[src/rtl/core/scba_pkg.sv]
// Shared types, codes and fixed field widths of the size-class block allocator.
package scba_pkg;

	localparam int ADDR_W  = 16;
	localparam int SIZE_W  = 16;
	localparam int BLK_W   = 17;
	localparam int LIVE_W  = 8;
	localparam int COUNT_W = 12;
	localparam int BYTES_W = 16;
	localparam int OUT_CLASS_W = 3;
	localparam int STATUS_W = 2;

	// Widest chunk index and class code carried between modules.
	localparam int CHUNK_IDX_W = 10;
	localparam int CLASS_W     = 4;

	localparam logic OP_ALLOC = 1'b0;
	localparam logic OP_FREE  = 1'b1;

	localparam logic [STATUS_W-1:0] STATUS_OK       = 2'd0;
	localparam logic [STATUS_W-1:0] STATUS_TOO_BIG  = 2'd1;
	localparam logic [STATUS_W-1:0] STATUS_NO_CHUNK = 2'd2;

	typedef enum logic [2:0] {
		ST_IDLE,
		ST_DECODE,
		ST_ALLOC_SEL,
		ST_ALLOC_DONE,
		ST_FREE_DONE
	} scba_state_t;

	typedef enum logic [2:0] {
		PATH_POP,
		PATH_BUMP,
		PATH_CLAIM,
		PATH_TOO_BIG,
		PATH_NO_CHUNK
	} scba_path_t;

	typedef struct packed {
		logic                    op;
		logic [SIZE_W-1:0]       size;
		logic [ADDR_W-1:0]       address;
	} scba_req_t;

	typedef struct packed {
		logic [ADDR_W-1:0]       block_address;
		logic [STATUS_W-1:0]     status;
		logic [OUT_CLASS_W-1:0]  size_class;
		logic [COUNT_W-1:0]      live_blocks;
		logic [BYTES_W-1:0]      live_bytes;
	} scba_rsp_t;

	typedef struct packed {
		logic                    rd_en;
		logic [CHUNK_IDX_W-1:0]  rd_idx;
		logic                    wr_live_en;
		logic                    wr_class_en;
		logic [CHUNK_IDX_W-1:0]  wr_idx;
		logic [CLASS_W-1:0]      wr_class;
		logic [LIVE_W-1:0]       wr_live;
	} scba_tbl_req_t;

endpackage

[src/rtl/core/scba_chunk_tbl.sv]
// Per-chunk class and live-count memories with registered read.
module scba_chunk_tbl #(
	parameter int NUM_CHUNKS = 16,
	parameter int CLASS_BITS = 3
) (
	input  logic                          clk,
	input  scba_pkg::scba_tbl_req_t       req,
	output logic [CLASS_BITS-1:0]         cls_rd,
	output logic [scba_pkg::LIVE_W-1:0]   live_rd
);
	import scba_pkg::*;

	localparam int IW = (NUM_CHUNKS > 1) ? $clog2(NUM_CHUNKS) : 1;

	logic [CLASS_BITS-1:0] class_mem [NUM_CHUNKS];
	logic [LIVE_W-1:0]     live_mem  [NUM_CHUNKS];

	always_ff @(posedge clk) begin
		if (req.wr_class_en) begin
			class_mem[req.wr_idx[IW-1:0]] <= req.wr_class[CLASS_BITS-1:0];
		end
		if (req.wr_live_en) begin
			live_mem[req.wr_idx[IW-1:0]] <= req.wr_live;
		end
	end

	always_ff @(posedge clk) begin
		if (req.rd_en) begin
			cls_rd  <= class_mem[req.rd_idx[IW-1:0]];
			live_rd <= live_mem[req.rd_idx[IW-1:0]];
		end
	end

endmodule
[config.mk]
export PLATFORM = sky130hd
export DESIGN_NAME = scba_chunk_tbl
export DESIGN_NICKNAME = d
export VERILOG_FILES = /design/src/rtl/core/scba_pkg.sv /design/src/rtl/core/scba_chunk_tbl.sv
export SDC_FILE = /design/constraint.sdc
export NUM_CORES = 1
export LEC_CHECK = 0
export BUFFER_PORTS_ARGS = -buffer_cell sky130_fd_sc_hd__buf_2
export CELL_PAD_IN_SITES_DETAIL_PLACEMENT = 2
export CELL_PAD_IN_SITES_GLOBAL_PLACEMENT = 2
export CORE_ASPECT_RATIO = 0.5
export CORE_MARGIN = 4
export CORE_UTILIZATION = 47
export DETAILED_ROUTE_END_ITERATION = 10
export PLACE_DENSITY_LB_ADDON = 0.1
export SYNTH_ARGS = -nofsm -noshare
export SYNTH_HDL_FRONTEND = slang
export SYNTH_SLANG_ARGS = --single-unit
[constraint.sdc]
create_clock -name clk -period 1.7 [get_ports clk]
set_input_delay 0.085 -clock clk [delete_from_list [all_inputs] [get_ports clk]]
set_output_delay 0.085 -clock clk [all_outputs]
set_load 0.02 [all_outputs]
==> results of run 1 <==
through the flow:
step	setup WS, ps	hold WS [ps]	std cells	area (µm²)
after floorplan	337.9	183.9	329	7251
after global placement	20.27	459.4	569	7774
synth_stat cells:
library cell  instances  area, µm²
edfxtp_1            187       5615
nor2_1               33      123.9
mux4_2               23      518.0
a22oi_1              22      165.2
mux4_1               21      551.8
nand2_1              12      45.04
buf_2                 5      25.02
clkbuf_1              4      15.01
nand3b_1              4      30.03
buf_4                 2      15.01
buf_6                 2      22.52
buf_8                 2      30.03
nand2b_1              2      12.51
nand3_1               2      10.01
or3b_2                2      17.52
and2_1                1      6.260
and2b_1               1      7.510
buf_12                1      20.02
clkbuf_4              1      7.510
nor2b_1               1      6.260
or2_2                 1      6.260
cell families after synthesis:
| group | Yosys count | share of synthesized area, % |
|---|---|---|
| buf+inv | 17 | 1.864 |
| mux | 44 | 14.75 |
| simple gates | 59 | 3.659 |
| flops | 187 | 77.45 |
| compound gates | 22 | 2.278 |
==> summary.txt, run 1 <==
Outcome
  – Status: did not finish
  – Failed at: detailed placement
  – Tool error: [ERROR DPL-0033] detailed placement checks failed during check placement.

Floorplanning
  – Chip Height: roughly 96 µm
  – Rows: 31
  – Initial Util: between 40% and 50%
  – IO Count: 47
  – Die span in x: approximately 180 µm

Synthesis
  – Sequential fraction of the synthesis area: 77.45%
  – Cells after synthesis: roughly 330
  – Syn_area_per_cell: approximately 22 µm²
  – Syn Nets: between 300 and 400
  – Flops & latches, synth: approximately 190
  – YS warnings: 0
  – Post-synth cell types: 21
  – Mapped Area: 7251 µm²

Placed design
  – Input/output buffers: 33
  – Post-DP HPWL: 12940 µm
  – GP Congestion: between 0.7 and 0.8
==> run 2: changes to the inputs <==
CELL_PAD_IN_SITES_DETAIL_PLACEMENT = unset   (was 2)
CELL_PAD_IN_SITES_GLOBAL_PLACEMENT = unset   (was 2)
CORE_ASPECT_RATIO = unset   (was 0.5)
CORE_UTILIZATION = 35   (was 47)
PLACE_DENSITY_LB_ADDON = 0.15   (was 0.1)
==> run 2 against run 1 <==
Effect of this change: the flow now finishes without violations; synthesized cell count unchanged; area after synthesis unchanged.
==> summary.txt, run 2 <==
Drt
  – Routed Antenna Nets: 0
  – DR DRC count: 0
  – First DRT Iteration DRCs: between 200 and 300
  – Drt wl/cell: between 20 and 25 µm
  – Post-Route WL: 13630 µm
  – Vias/cell: approximately 4.9
  – Drt pass-1 iters: 4
  – Via count: 3249

GRT
  – Initial antenna violation count: 0
  – Vias in the first global route: 3427
  – Global-route wire length before repair: 21130 µm
  – Largest net degree at the start of global routing: 23
  – Total GRT Usage: approximately 12%
  – Grt ovf: 0

Setup path
  – Critical Path RT: 1860 ps
  – Arrival time worst endpoint: approximately 1700 ps
  – Startpoint types: flop
  – Worst-path maximum fanout: 1
  – Critical R2R Launch: live_mem[5][4]
  – Crit path launch: live_mem[5][4]
  – Critical path capture point type: flop
  – Reg2Reg Setup Slack: around 140 ps
  – CP Class: flop to flop

Pwr
  – Leak: approximately 2.7 nW
  – Peak VDD IR: about 640 µV
  – Total power: between 9 and 10 mW
  – PwrDens: around 1100 nW/µm²

Finish
  – N_diodes: 0
  – Layout net count: 423
  – Commonest non-fill, non-tap cell in the layout: edfxtp_1
  – Area Overhead vs Synth: 15.27%
  – Share of cells above drive strength 1: 27.14%
  – Most frequent cells in the layout: edfxtp_1 (187), nor2_1 (33), buf_2 (33), mux4_2 (23), a22oi_1 (22)
  – Max FFs per register: between 100 and 150

CTS
  – Post-cts sizing count: 0
  – Clk sinks: between 150 and 200
  – Clk_lat worst skew: 420 ps
  – H-tree levels: 4
  – Clk buf depth: 2
  – CTS hold repair buffers: 0
  – Cts bufs inserted: 17
  – TritonCTS clock tree: built
  – Clock slew at reported path FFs: around 60 ps
  – Postcts setup bufs: 0
  – Root Driver: clkbuf_16

Synthesis
  – Syn_area_per_cell: 22.04 µm² (unchanged)
  – Sequential fraction of the synthesis area: 77.45% (unchanged)
  – YS warnings: 0 (unchanged)
  – Post-synth cell types: 21 (unchanged)
  – Syn Nets: 365 (unchanged)
  – Cells after synthesis: 329 (unchanged)
  – Mapped Area: 7251 µm² (unchanged)
  – Synth top area share: 77.45% (unchanged)
  – Flops & latches, synth: 187 (unchanged)
  – Largest area contributor in the netlist: edfxtp_1 (unchanged)
  – Synth top cells by count: edfxtp_1 (187), nor2_1 (33), mux4_2 (23) (unchanged)
  – Most common cell in the synthesized netlist: edfxtp_1 (unchanged)
  – Top post-synthesis cells by area: edfxtp_1 (77%), mux4_1 (7.6%), mux4_2 (7.1%), a22oi_1 (2.3%), nor2_1 (1.7%) (unchanged)
  – EDFF count, synth: 187 (unchanged)
  – Top_reg_cell synth: edfxtp_1 (unchanged)
  – Async set-reset flop share out of synthesis: 0% (unchanged)

Worst hold path
  – Worst min-delay path startpoint: req[5]
  – HP Class: input pin to flop

Timing
  – Final hold vios: 0
  – Slew HR: about two fifths
  – Min Tclk post-route: roughly 1600 ps
  – # setup viols final: 0
  – Final Max Slew Viols: 0
  – Clock Skews: around 4.5 ps
  – Final worst-path cycle share: about 90%
  – Setup TNS: 0 ps
  – Unrepaired setup endpoints after global routing: no
  – Highest Clock Rate: around 640 MHz
  – Worst-Margin Slew: 925.4 ps

Floorplanning
  – Chip Height: 151.9 µm (was 95.83 µm)
  – IO Count: 47 (unchanged)
  – Rows: 52 (was 31)
  – Initial Util: 35.72% (was 49.06%)
  – Core ar.: a little over 20000 µm²
  – Die span in x: 151.9 µm (was 183.7 µm)
  – Die Footprint: between 20000 and 25000 µm²

Outcome
  – Status: finished, final reports clean (was did not finish)

Flow run
  – # Max-Cap Violations: 0

Placed design
  – Input/output buffers: 33 (unchanged)
  – Post-DP HPWL: 9086 µm (was 12940 µm)
  – GP Congestion: 0.7034 (was 0.7028)
-- run 2: cell counts after synthesis --
No cell type changed its count.
-- run 2: path summary, 6_finish.rpt --
kind | endpoint | cells past startpoint
setup / recovery | live_rd[4] | 3
hold / removal | live_mem[5][5] | 1
setup reg to reg | live_rd[4] | 3
hold reg to reg | cls_rd[0] | 3
-- run 2: routing by layer --
metal	vias up	share of wire [%]	track usage (%)
li1	1498	-	-
met1	1682	44	16.82
met2	57	50	19.39
met3	12	4.6	3.271
met4	0	1.1	3.467
met5	-	0	0
-- run 2: metrics by stage --
stage	hold WS (ps)	setup slack, ps	std cells	area (µm²)	util, %
after CTS	40.84	142.3	668	8358	41.17
after detailed placement	489.5	13.53	638	7854	38.69
after floorplan	183.9	337.9	329	7251	-
after global routing	43.65	91.90	668	8358	41.17
final	57.94	141.0	668	8358	41.17
after global placement	475.7	24.28	638	7854	38.69
-- run 2: cell type report --
| cell class | count | area, µm² |
|---|---|---|
| Multi-Input combinational cell | 125 | 1500 |
| Sequential cell | 187 | 5615 |
| Tap cell | 270 | 337.8 |
| Timing Repair Buffer | 56 | 400.4 |
| Fill cell | 1846 | 11940 |
| Clock buffer | 17 | 425.4 |
| Clock inverter | 13 | 78.83 |
-- run 2: logic make-up (layout without fill, tap and decap cells) --
kind of cell	after synthesis	in the layout	share of synthesized area [%]
and+or+nand+nor	59	59	3.659
DFF	187	187	77.45
muxes	44	44	14.75
buffers and inverters	17	86	1.864
AOI/OAI and AO/OA	22	22	2.278
-- run 2: critical path, cell delays in order (launching register included) --
cell      delay (ps)
edfxtp_1         360
mux4_1           540
a22oi_1          310
nand2_1          100
-- run 2: report_power, final --
part           total, mW  switching, mW  leakage [nW]  internal [mW]
Sequential          5.21         0.0217          1.70           5.19
Clock               3.44           1.61         0.241           1.83
Combinational      0.511          0.300         0.806          0.211
Total               9.16           1.93          2.75           7.23
Power figures use the tool's default switching activity.
